`src/sv/binary_to_decimal_ascii_assert.svh`:
```
// Assertion macros for the converter, clocked by clk and disabled while arst_n is low.
`ifndef BINARY_TO_DECIMAL_ASCII_ASSERT_SVH
`define BINARY_TO_DECIMAL_ASCII_ASSERT_SVH

// The consequent holds in the same cycle as the antecedent.
`define B2DA_ASSERT_NOW(label, ante, cons, msg) \
	label: assert property (@(posedge clk) disable iff (!arst_n) (ante) |-> (cons)) \
		else $error(msg);

// The consequent holds in the cycle after the antecedent.
`define B2DA_ASSERT_NEXT(label, ante, cons, msg) \
	label: assert property (@(posedge clk) disable iff (!arst_n) (ante) |=> (cons)) \
		else $error(msg);

`endif

```
`src/sv/b2da_pkg.sv`:
```
package b2da_pkg;

	localparam int unsigned BIN_W      = 32;
	localparam int unsigned NUM_DIGITS = 10;
	localparam int unsigned BCD_W      = 4 * NUM_DIGITS;
	localparam int unsigned CNT_W      = $clog2(BIN_W);
	localparam int unsigned REM_W      = $clog2(NUM_DIGITS + 1);
	localparam int unsigned CHAR_W     = 6;

	localparam logic [CNT_W-1:0]  CNT_LAST   = CNT_W'(BIN_W - 1);
	localparam logic [REM_W-1:0]  REM_FULL   = REM_W'(NUM_DIGITS);
	localparam logic [REM_W-1:0]  REM_ONE    = REM_W'(1);
	localparam logic [CHAR_W-1:0] ASCII_ZERO = CHAR_W'(48);
	localparam logic [CHAR_W-1:0] ASCII_NINE = CHAR_W'(57);

	typedef enum logic [1:0] {
		ST_IDLE,
		ST_CONV,
		ST_EMIT
	} state_t;

	// Double-dabble correction of one BCD digit before it is shifted left.
	function automatic logic [3:0] bcd_adjust(input logic [3:0] d);
		logic [3:0] r;
		r = (d >= 4'd5) ? d + 4'd3 : d;
		return r;
	endfunction

endpackage

```
`src/sv/binary_to_decimal_ascii.sv`:
```
// Flow: a number is accepted in idle and run through the 32-step shift loop; the digit
// scan then steps through the 10 digit positions, skipping leading zeros, and sends the
// digits one per cycle unless the output stalls. A new number is taken only once the
// block is back in idle.
// Reset: arst_n clears the state machine and the output valid at once.
`include "binary_to_decimal_ascii_assert.svh"
module binary_to_decimal_ascii (
	input  logic                             clk,
	input  logic                             arst_n,
	input  logic                             in_valid,
	output logic                             in_stall,
	input  logic [b2da_pkg::BIN_W-1:0]       number,
	output logic                             out_valid,
	input  logic                             out_stall,
	output logic [b2da_pkg::CHAR_W-1:0]      digit_char,
	output logic                             last
);
	import b2da_pkg::*;

	state_t               state_q, state_d;
	logic [BIN_W-1:0]     bin_q;
	logic [BCD_W-1:0]     bcd_q, bcd_adj;
	logic [CNT_W-1:0]     cnt_q;
	logic [REM_W-1:0]     rem_q;
	logic                 started_q;
	logic                 out_valid_q, last_q;
	logic [CHAR_W-1:0]    digit_char_q;
	logic [3:0]           top_digit;
	logic                 out_free, skip, take, load;

	assign top_digit = bcd_q[BCD_W-1 -: 4];
	assign out_free  = !out_valid_q || !out_stall;

	always_comb begin
		for (int i = 0; i < NUM_DIGITS; i++) begin
			bcd_adj[4*i +: 4] = bcd_adjust(bcd_q[4*i +: 4]);
		end
	end

	always_comb begin
		state_d = state_q;
		unique case (state_q)
			ST_IDLE: begin
				if (in_valid) state_d = ST_CONV;
			end
			ST_CONV: begin
				if (cnt_q == CNT_LAST) state_d = ST_EMIT;
			end
			ST_EMIT: begin
				if (take && rem_q == REM_ONE) state_d = ST_IDLE;
			end
			default: state_d = ST_IDLE;
		endcase
	end

	always_comb begin
		in_stall = 1'b1;
		load     = 1'b0;
		skip     = 1'b0;
		take     = 1'b0;
		unique case (state_q)
			ST_IDLE: begin
				in_stall = 1'b0;
				load     = in_valid;
			end
			ST_CONV: begin
			end
			ST_EMIT: begin
				skip = !started_q && top_digit == 4'd0 && rem_q != REM_ONE;
				take = !skip && out_free;
			end
			default: begin
			end
		endcase
	end

	always_ff @(posedge clk or negedge arst_n) begin
		if (!arst_n) begin
			state_q     <= ST_IDLE;
			out_valid_q <= 1'b0;
		end else begin
			state_q <= state_d;
			if (take) begin
				out_valid_q <= 1'b1;
			end else if (!out_stall) begin
				out_valid_q <= 1'b0;
			end
		end
	end

	always_ff @(posedge clk) begin
		if (load) begin
			bin_q <= number;
			bcd_q <= '0;
			cnt_q <= '0;
		end else if (state_q == ST_CONV) begin
			bcd_q     <= {bcd_adj[BCD_W-2:0], bin_q[BIN_W-1]};
			bin_q     <= {bin_q[BIN_W-2:0], 1'b0};
			cnt_q     <= cnt_q + CNT_W'(1);
			rem_q     <= REM_FULL;
			started_q <= 1'b0;
		end else if (skip || take) begin
			bcd_q     <= {bcd_q[BCD_W-5:0], 4'd0};
			rem_q     <= rem_q - REM_ONE;
			started_q <= started_q || take;
		end
		if (take) begin
			digit_char_q <= ASCII_ZERO + {{(CHAR_W-4){1'b0}}, top_digit};
			last_q       <= (rem_q == REM_ONE);
		end
	end

	assign out_valid  = out_valid_q;
	assign digit_char = digit_char_q;
	assign last       = last_q;

	// A sent character is always a decimal digit.
	`B2DA_ASSERT_NOW(a_digit_is_decimal, out_valid,
		digit_char >= ASCII_ZERO && digit_char <= ASCII_NINE,
		"Output character is not a decimal digit.")
	// The conversion hands over to the output phase with all digits pending.
	`B2DA_ASSERT_NEXT(a_conv_done, state_q == ST_CONV && cnt_q == CNT_LAST,
		state_q == ST_EMIT && rem_q == REM_FULL,
		"Conversion did not finish after the last shift.")
	// Sending the final digit returns the block to idle and marks the transaction last.
	`B2DA_ASSERT_NEXT(a_final_digit, take && rem_q == REM_ONE,
		state_q == ST_IDLE && out_valid && last,
		"Final digit did not end the transaction.")

endmodule
```
`config.mk`:
```
export PLATFORM = sky130hd
export DESIGN_NAME = binary_to_decimal_ascii
export DESIGN_NICKNAME = d
export VERILOG_FILES = /design/src/sv/b2da_pkg.sv /design/src/sv/binary_to_decimal_ascii.sv
export VERILOG_INCLUDE_DIRS = /design/src /design/src/sv
export SDC_FILE = /design/constraint.sdc
export NUM_CORES = 1
export LEC_CHECK = 0
export BUFFER_PORTS_ARGS = -buffer_cell sky130_fd_sc_hd__buf_2
export CORE_ASPECT_RATIO = 2
export CORE_MARGIN = 4
export CORE_UTILIZATION = 28
export CTS_BUF_LIST = sky130_fd_sc_hd__clkbuf_4
export DETAILED_ROUTE_END_ITERATION = 12
export PLACE_DENSITY = 0.54
export RECOVER_POWER = 50
export SYNTH_ARGS = -nofsm -noshare
export SYNTH_HDL_FRONTEND = slang
export SYNTH_SLANG_ARGS = --single-unit
```
`constraint.sdc`:
```
create_clock -name clk -period 2.36 [get_ports clk]
set_input_delay 0.118 -clock clk [delete_from_list [all_inputs] [get_ports clk]]
set_output_delay 0.118 -clock clk [all_outputs]
set_load 0.005 [all_outputs]
```
After elaboration in Yosys (flattened, before gate mapping)
Cells that the tools add are included.
{"block": "op_classes", "n_addsub": 13, "magnitude_cmp": 10, "eq_ne": 9, "muxes": 26, "bitwise": 1, "n_reduce_logical": 17}
{"cell": "$mux W40", "count": 2}
{"cell": "$mux W32", "count": 2}
{"cell": "$ge A4 B3 Y1 const B", "count": 10}
{"cell": "$mux W4", "count": 10}
{"cell": "$add A4 B2 Y4 const B", "count": 9}
{"cell": "$mux W1", "count": 7}
{"cell": "$add A5 B5 Y6 const A", "count": 1}
{"cell": "$mux W2", "count": 3}
{"cell": "$ne A2 B2 Y1 const B", "count": 3}
{"cell": "$pmux W2 S3", "count": 1}
{"cell": "$add A5 B1 Y5 const B", "count": 1}
{"cell": "$eq A5 B5 Y1 const B", "count": 1}
{"cell": "$eq A4 B1 Y1 const B", "count": 1}
{"cell": "$logic_and A1 B1 Y1", "count": 4}
{"cell": "$logic_not A1 Y1", "count": 4}
{"cell": "$logic_not A4 Y1", "count": 1}
{"cell": "$ne A4 B1 Y1 const B", "count": 1}
{"cell": "$reduce_bool A2 Y1", "count": 2}
{"cell": "$sub A4 B1 Y4 const B", "count": 1}
{"cell": "$add A3 B2 Y3 const B", "count": 1}
{"cell": "$logic_or A1 B1 Y1", "count": 3}
{"cell": "$mux W3", "count": 1}
{"cell": "$reduce_and A3 Y1", "count": 1}
{"cell": "$eq A2 B1 Y1 const B", "count": 1}
{"cell": "other kinds (5)", "count": 5}
{"block": "word_totals", "reg_bits": 92, "inputBits": 36, "output_inout_bits": 9, "wordCells": 85}

Longest topological paths before layout
Gate-level depths: netlist of run 1.
{"block": "depth", "ltp_word": 9, "mapped_depth": 9, "mapped_depth_nobuf": 8}

Worst setup path after synthesis of run 1
Ideal clock, no wire load.
{"block": "synth_path", "path_type": "reg2reg", "startpoint": "register state_q[1]", "endpoint": "register bin_q[0], enable pin", "setup_ns": 0.478, "arrival_ns": 1.623, "slack_ns": 0.260, "stages_incl_launch_ff": 5, "period_less_slack_ns": 2.100, "path_cell_list": "dfrtp_1 -> nand2b_1 -> clkbuf_1 -> clkbuf_1 -> nand2_1"}
{"block": "synth_via", "elab_chain_cells": 3, "elab_cells_between_ends": 4}
{"element": "start: declaration", "line_no": "binary_to_decimal_ascii.sv:20", "rtl": "state_t state_q, state_d;"}
{"element": "start signal: assignment", "line_no": "binary_to_decimal_ascii.sv:82", "rtl": "state_q <= state_d;"}
{"element": "$logic_not A2 Y1", "line_no": "binary_to_decimal_ascii.sv:61", "rtl": "unique case (state_q)"}
{"element": "$mux W1", "line_no": "binary_to_decimal_ascii.sv:61"}
{"element": "$reduce_bool A2 Y1 (no line) (*)"}
{"element": "end signal: assignment", "line_no": "binary_to_decimal_ascii.sv:93", "rtl": "bin_q <= number;"}
{"element": "end signal: assignment", "line_no": "binary_to_decimal_ascii.sv:98", "rtl": "bin_q <= {bin_q[BIN_W-2:0], 1'b0};"}
{"element": "end: declaration", "line_no": "binary_to_decimal_ascii.sv:21", "rtl": "logic [BIN_W-1:0] bin_q;"}
Every way passes the cells marked *; elsewhere a longest branch is shown, timed or not.
A chain may end at the register's enable or synchronous reset.

Worst setup path after layout of run 1
{"block": "layout_path", "startpoint": "register rem_q[0]", "endpoint": "register bcd_q[27]"}
{"block": "layout_via", "elab_chain_cells": 7, "elab_cells_between_ends": 8}
{"element": "start: declaration", "line_no": "binary_to_decimal_ascii.sv:24", "rtl": "logic [REM_W-1:0] rem_q;"}
{"element": "start signal: assignment", "line_no": "binary_to_decimal_ascii.sv:104", "rtl": "rem_q <= rem_q - REM_ONE;"}
{"element": "$ne A4 B1 Y1 (*)", "line_no": "binary_to_decimal_ascii.sv:69", "rtl": "skip = !started_q && top_digit == 4'd0 && rem_q != REM_ONE;"}
{"element": "$logic_and A1 B1 Y1 (*)", "line_no": "binary_to_decimal_ascii.sv:69"}
{"element": "$logic_not A1 Y1", "line_no": "binary_to_decimal_ascii.sv:70", "rtl": "take = !skip && out_free;"}
{"element": "$logic_and A1 B1 Y1", "line_no": "binary_to_decimal_ascii.sv:70"}
{"element": "$mux W1", "line_no": "binary_to_decimal_ascii.sv:61"}
{"element": "$logic_or A1 B1 Y1 (*)", "line_no": "binary_to_decimal_ascii.sv:102", "rtl": "end else if (skip || take) begin"}
{"element": "$reduce_bool A2 Y1 (no line) (*)"}
{"element": "end signal: assignment", "line_no": "binary_to_decimal_ascii.sv:97", "rtl": "bcd_q <= {bcd_adj[BCD_W-2:0], bin_q[BIN_W-1]};"}
{"element": "end signal: assignment", "line_no": "binary_to_decimal_ascii.sv:103", "rtl": "bcd_q <= {bcd_q[BCD_W-5:0], 4'd0};"}
{"element": "end: declaration", "line_no": "binary_to_decimal_ascii.sv:22", "rtl": "logic [BCD_W-1:0] bcd_q, bcd_adj;"}
Marked as above.

==> results of run 1 <==
[per-stage QoR]
step	power [µW]	cells	setup slack, ps	hold WS [ps]
after floorplan	6370	553	260	-178
after global placement	7160	783	220	-80.8
after detailed placement	7350	783	132	-73.9
after CTS	8280	835	94.5	227
after global routing	9000	836	14.0	254
final	8130	836	175	278
[cell usage after synthesis, drive strengths merged, types with 11 or more instances]
master,instances,share of area [%]
edfxtp,42,26
inv,24,1.9
o21ai,27,2.8
ha,25,6.5
a21oi,65,6.7
o211ai,16,2.5
dfxtp,45,19
nand2,151,12
nand3,11,1.1
buf,16,2.1
clkbuf,14,1.1
nand2b,22,2.8
xnor2,13,2.4
[layer usage]
metal / track usage, % / vias up / wire length (µm)
met5: 0 / - / 0
met4: 4.35 / 0 / 202
met3: 2.20 / 14 / 310
met2: 22.6 / 70 / 6100
met1: 12.0 / 1904 / 4320
li1: - / 2045 / -
[sequential cells by signal (all words and copies together), names as in the netlist, 2 cells and up]
name and flops:
bcd_q 40, bin_q 32, cnt_q 5, digit_char 4, rem_q 4, state_q 2
[power by group through the flow]
stage | logic (µW) | registers (µW) | clock network, µW
3_3_place_gp | 3950 | 3210 | 0
2_1_floorplan | 3330 | 3040 | 0
5_1_grt | 4730 | 3310 | 953
6_report | 4080 | 3210 | 848
4_1_cts | 4170 | 3210 | 898
3_5_place_dp | 4100 | 3250 | 0
[cell families after synthesis]
family | after synthesis
buffers and inverters | 55
muxes | 10
xor gates and xnor gates | 15
DFF | 90
and+or+nand+nor | 216
other | 1
adders and majority gates | 25
AOI/OAI and AO/OA | 140
[area by class of cell]
type / count / area, µm² / share of cell area, %
flip-flops and latches: 90 / 2240 / 39.0
clock inverters: 7 / 68.8 / 1.20
well taps: 207 / 259 / 4.52
multi-input cells: 408 / 2350 / 40.9
clock buffers: 9 / 67.6 / 1.18
inverters: 25 / 101 / 1.77
diodes: 1 / 2.50 / 0.0436
repair buffers: 89 / 651 / 11.3
[worst paths after layout]
| path | endpoint | slack, ps | depth (start not counted) |
|---|---|---|---|
| worst max-delay path | bcd_q[27] | 180 | 7 |
| worst min-delay path | bcd_q[35] | 280 | 4 |
| worst max register to register | bcd_q[27] | 180 | 7 |
| worst min register to register | cnt_q[4] | 470 | 2 |
| max in group asynchronous | out_valid | 1630 | 3 |
| min in group asynchronous | state_q[0] | 570 | 3 |
[critical path, stage by stage, from the launching register on]
cell and delay (ps):
edfxtp_1 460, ha_1 230, nor3b_2 180, o41a_1 410, o21a_2 310, inv_8 250
o211ai_1 140, a21oi_1 150
[timing repair]
action,4_1_cts,5_1_grt
endpoints found under the hold margin,36,0
hold buffers,36,0
setup endpoints to repair,0,22
gates resized for setup,0,1
==> reports/results.txt, run 1 <==
post-detail-place hpwl - 7630 µm
register area share after synthesis - 46.3%
Post-Synth Adder-Cell Area - 6.48%
fraction of layout cells with a size suffix above 1 - 11.6%
Slew headroom - 40.9%
Worst-Margin Slew - 886 ps
CP Capture Type - register
Final Hold Vio Count - 0
post-layout min period - 2180 ps
H-Tree Depth - 3
Vias - 4033
mux cell area share after synthesis - 2.25%
GRT Overall Usage - 11.7%
commonest cells after routing, fill and taps aside - nand2_1, a21oi_1, dfxtp_1
synth unique cells - 41
Net Sw Frac - 42.0%
final WL - 10900 µm
most common cell after layout, fill and taps aside - nand2_1
number of synthesized flops with an enable pin - 42
maxcap violations - 0
clock net sink count - 90
aggregate global routing overflow - 0
num ports - 45
nature of the critical path startpoint - register
Initial Utilization - 28.7%
Post-Synth Simple-Gate Area - 19.7%
CTS clock-pin slew for the worst setup and hold paths - 140 ps
die area - 19500 µm²
RSZ-0062 raised after global routing - no
Combinational Power Share - 50.1%
first-pass GRT wire length - 19000 µm
final setup fails - 0
min-delay src - in_valid
Layout Utilization - 34.0%
ys async rst share - 3.33%
Final Cell Area - 5730 µm²
Worst-Skew Late Latency - 430 ps
status - finished clean
Clock power frac - 10.4%
drt drc - 0
xor/xnor share of the synthesized area - 2.72%
Main synth FF type - dfxtp_1
Pwr Density - 1420 nW/µm²
largest net degree at the start of global routing - 58
layout net count - 684
Syn Inst Count - 552
CTS Buf Count - 9
reg2reg start - rem_q[0]
Horiz. Die Dim - 101 µm
switching power - 3420 µW
Hold WC Path Type - in -> reg
Area after DPL - 5260 µm²
crit path DAT - 2540 ps
setup bufs post-CTS - 0
DRT Pass-1 Iters - 4
Mean Syn Cell Area - 8.75 µm²
synthesis-to-layout area growth - 18.7%
CP Max Fanout - 48
yosys warns - 0
Vias per Instance - 4.82
Slew Limit Fails - 0
Clock Skews - 12.8 ps
largest family of logic cells by synthesized area - simple AND/OR/NAND/NOR gates
CTS tree - done
#FFs+latches synth - 90
Port Buffer Count - 42
Placer Congestion - 0.744
worst setup path start - rem_q[0]
Root Driver - clkbuf_4
worst vdd ir - 0.000812 V
final setup TNS - 0 ps
FILL cells - 1718
CP Class - reg -> reg
Worst EP required - 2720 ps
fin crit share - 92.6%
core area - 16800 µm²
Max Freq - 458 MHz
Max Root-Sink Buffers - 2
Final ANT Viol Nets - 0
mapped cell area - 4830 µm²
fraction of the mapped netlist area in compound gates - 17.3%
Initial DRC Count - 160
initial antenna violation count - 1
Die Y - 194 µm
internal power - 4720 µW
Leak Pwr - 0.00240 µW
Seq pwr share - 39.4%
standard-cell row count - 67
vias in the first global route - 4159
wire per inst - 13.1 µm
(Power assumes the default switching activity.)
==> run 2: changes to the inputs <==
Clock period 2.36 ns to 2.2 ns, I/O delays scaled along.
==> run 2 against run 1 <==
- final area up 0.11%
- final cell count is 0.36% higher
- highest routed layer unchanged
- first-iteration DRC count increased by 1.9%
- global-route usage about the same
- critical path type unchanged
- largest cell class unchanged
- worst setup slack got worse by 70 ps
==> reports/results.txt, run 2 (same netlist as run 1, synthesis figures left out) <==
Final Hold Vio Count - 0 (unchanged)
Clock Skews - 29.0 ps (+16.2 ps)
Max Freq - 477 MHz (+4.3%)
GRT Overall Usage - 11.7% (about the same)
H-Tree Depth - 3 (unchanged)
first-pass GRT wire length - 18900 µm (-0.36%)
wire per inst - 13.0 µm (-0.54%)
Worst EP required - 2500 ps (-220 ps)
RSZ-0062 raised after global routing - no
CTS Buf Count - 9 (unchanged)
maxcap violations - 0 (unchanged)
Max Root-Sink Buffers - 2 (unchanged)
commonest cells after routing, fill and taps aside - nand2_1, a21oi_1, dfxtp_1
Initial Utilization - 28.7% (unchanged)
crit path DAT - 2390 ps (-150 ps)
Hold WC Path Type - in -> reg
synthesis-to-layout area growth - 18.8%
Hold Path Sink - bcd_q[8]
initial antenna violation count - 1 (unchanged)
num ports - 45 (unchanged)
largest register by flop count - bcd_q
fraction of layout cells with a size suffix above 1 - 12.0% (+0.42 points)
Horiz. Die Dim - 101 µm (unchanged)
Worst-Margin Slew - 824 ps (-62.6 ps)
Worst-Skew Late Latency - 440 ps (about the same)
CTS tree - done
Root Driver - clkbuf_4
Final ANT Viol Nets - 0 (unchanged)
post-layout min period - 2090 ps (-90.0 ps)
post-detail-place hpwl - 7670 µm (+0.58%)
clock net sink count - 90 (unchanged)
Vias per Instance - 4.82 (-0.16%)
drt drc - 0 (unchanged)
reg2reg path depth - 7 (unchanged)
worst vdd ir - 0.000658 V (-19%)
final WL - 10900 µm (-0.18%)
Final Hold Slack - 273 ps (-5.05 ps)
largest net degree at the start of global routing - 49 (-16%)
die area - 19500 µm² (unchanged)
Slew headroom - 45.1% (+4.2 points)
vias in the first global route - 4080 (-1.9%)
worst r2r dst - bcd_q[3]
Leak Pwr - 0.00241 µW (+0.61%)
core area - 16800 µm² (unchanged)
CP Capture Type - register
Slew Limit Fails - 0 (unchanged)
Vias - 4041 (+0.20%)
R2R Setup Slk - 110 ps (-70 ps)
Pwr Density - 1520 nW/µm² (+6.9%)
min-delay src - in_valid
fin crit share - 95.2% (+2.6 points)
final setup TNS - 0 ps (unchanged)
worst hold path depth - 5 (+1)
CP Class - reg -> reg
layout net count - 687 (+0.44%)
Largest register FFs - 40 (unchanged)
final setup fails - 0 (unchanged)
CTS clock-pin slew for the worst setup and hold paths - 160 ps (+20 ps)
nature of the critical path startpoint - register
Placer Congestion - 0.765 (+2.8%)
DRT Pass-1 Iters - 5 (+1)
reg2reg start - rem_q[0]
Largest regs - bcd_q x40, bin_q x32, cnt_q x5
aggregate global routing overflow - 0 (unchanged)
status - finished clean
Die Y - 194 µm (unchanged)
Initial DRC Count - 163 (+1.9%)
CP Max Fanout - 20 (-58%)
standard-cell row count - 67 (unchanged)
Port Buffer Count - 42 (unchanged)
most common cell after layout, fill and taps aside - nand2_1
-- run 2: worst max-delay path by stage --
stage / start / cells after the start / endpoint
finish: rem_q[0] / 7 / bcd_q[3]
global placement: rem_q[0] / 7 / bcd_q[11]
global route: state_q[1] / 3 / bin_q[17]
floorplan: state_q[1] / 4 / bin_q[0]
CTS: rem_q[0] / 7 / bcd_q[11]
detailed placement: rem_q[0] / 7 / bcd_q[19]
-- run 2: per-stage QoR --
step | std cells | total power, µW | utilization (%) | area [µm²] | worst slack [ps]
5_1_grt | 839 | 9630 | 34.1 | 5740 | 31.6
3_3_place_gp | 786 | 7710 | 31.3 | 5280 | 160
6_report | 839 | 8710 | 34.1 | 5740 | 105
3_5_place_dp | 786 | 7900 | 31.3 | 5280 | 117
4_1_cts | 838 | 8900 | 34.3 | 5780 | 88.4
2_1_floorplan | 553 | 6830 | - | 4830 | 99.9
-- run 2: cell type report --
class | count | area [µm²]
sequential | 90 | 2240
timing repair buffer | 92 | 649
clock buffer | 11 | 82.6
tap | 207 | 259
clock inverter | 5 | 56.3
antenna | 1 | 2.50
multi-input combinational | 408 | 2350
fill | 1701 | 11100
inverter | 25 | 106
-- run 2: critical path, cell delays in order (launching register included) --
cell,delay (ps)
edfxtp_1,460
ha_1,210
nor3b_2,160
o41a_1,390
o21a_2,260
buf_4,220
o21ai_0,190
a21oi_1,90
-- run 2: per-layer routing --
layer  GRT usage, %  vias up  routed length, µm
met5              0        -                  0
met1           12.7     1905               4330
met2           21.9       67               6100
met3           2.27       12                299
li1               -     2057                  -
met4           3.85        0                178
-- run 2: timing repair --
action,4_1_cts,5_1_grt
resized for setup,0,2
hold buffers,36,0
setup endpoints to repair,0,10
setup buffers,0,0
endpoints found under the hold margin,36,0
-- run 2: power by group --
| part | internal [µW] | switching, µW | total, µW |
|---|---|---|---|
| Sequential | 2770 | 662 | 3430 |
| Clock | 372 | 555 | 928 |
| Combinational | 1920 | 2420 | 4350 |
| Total | 5070 | 3640 | 8710 |
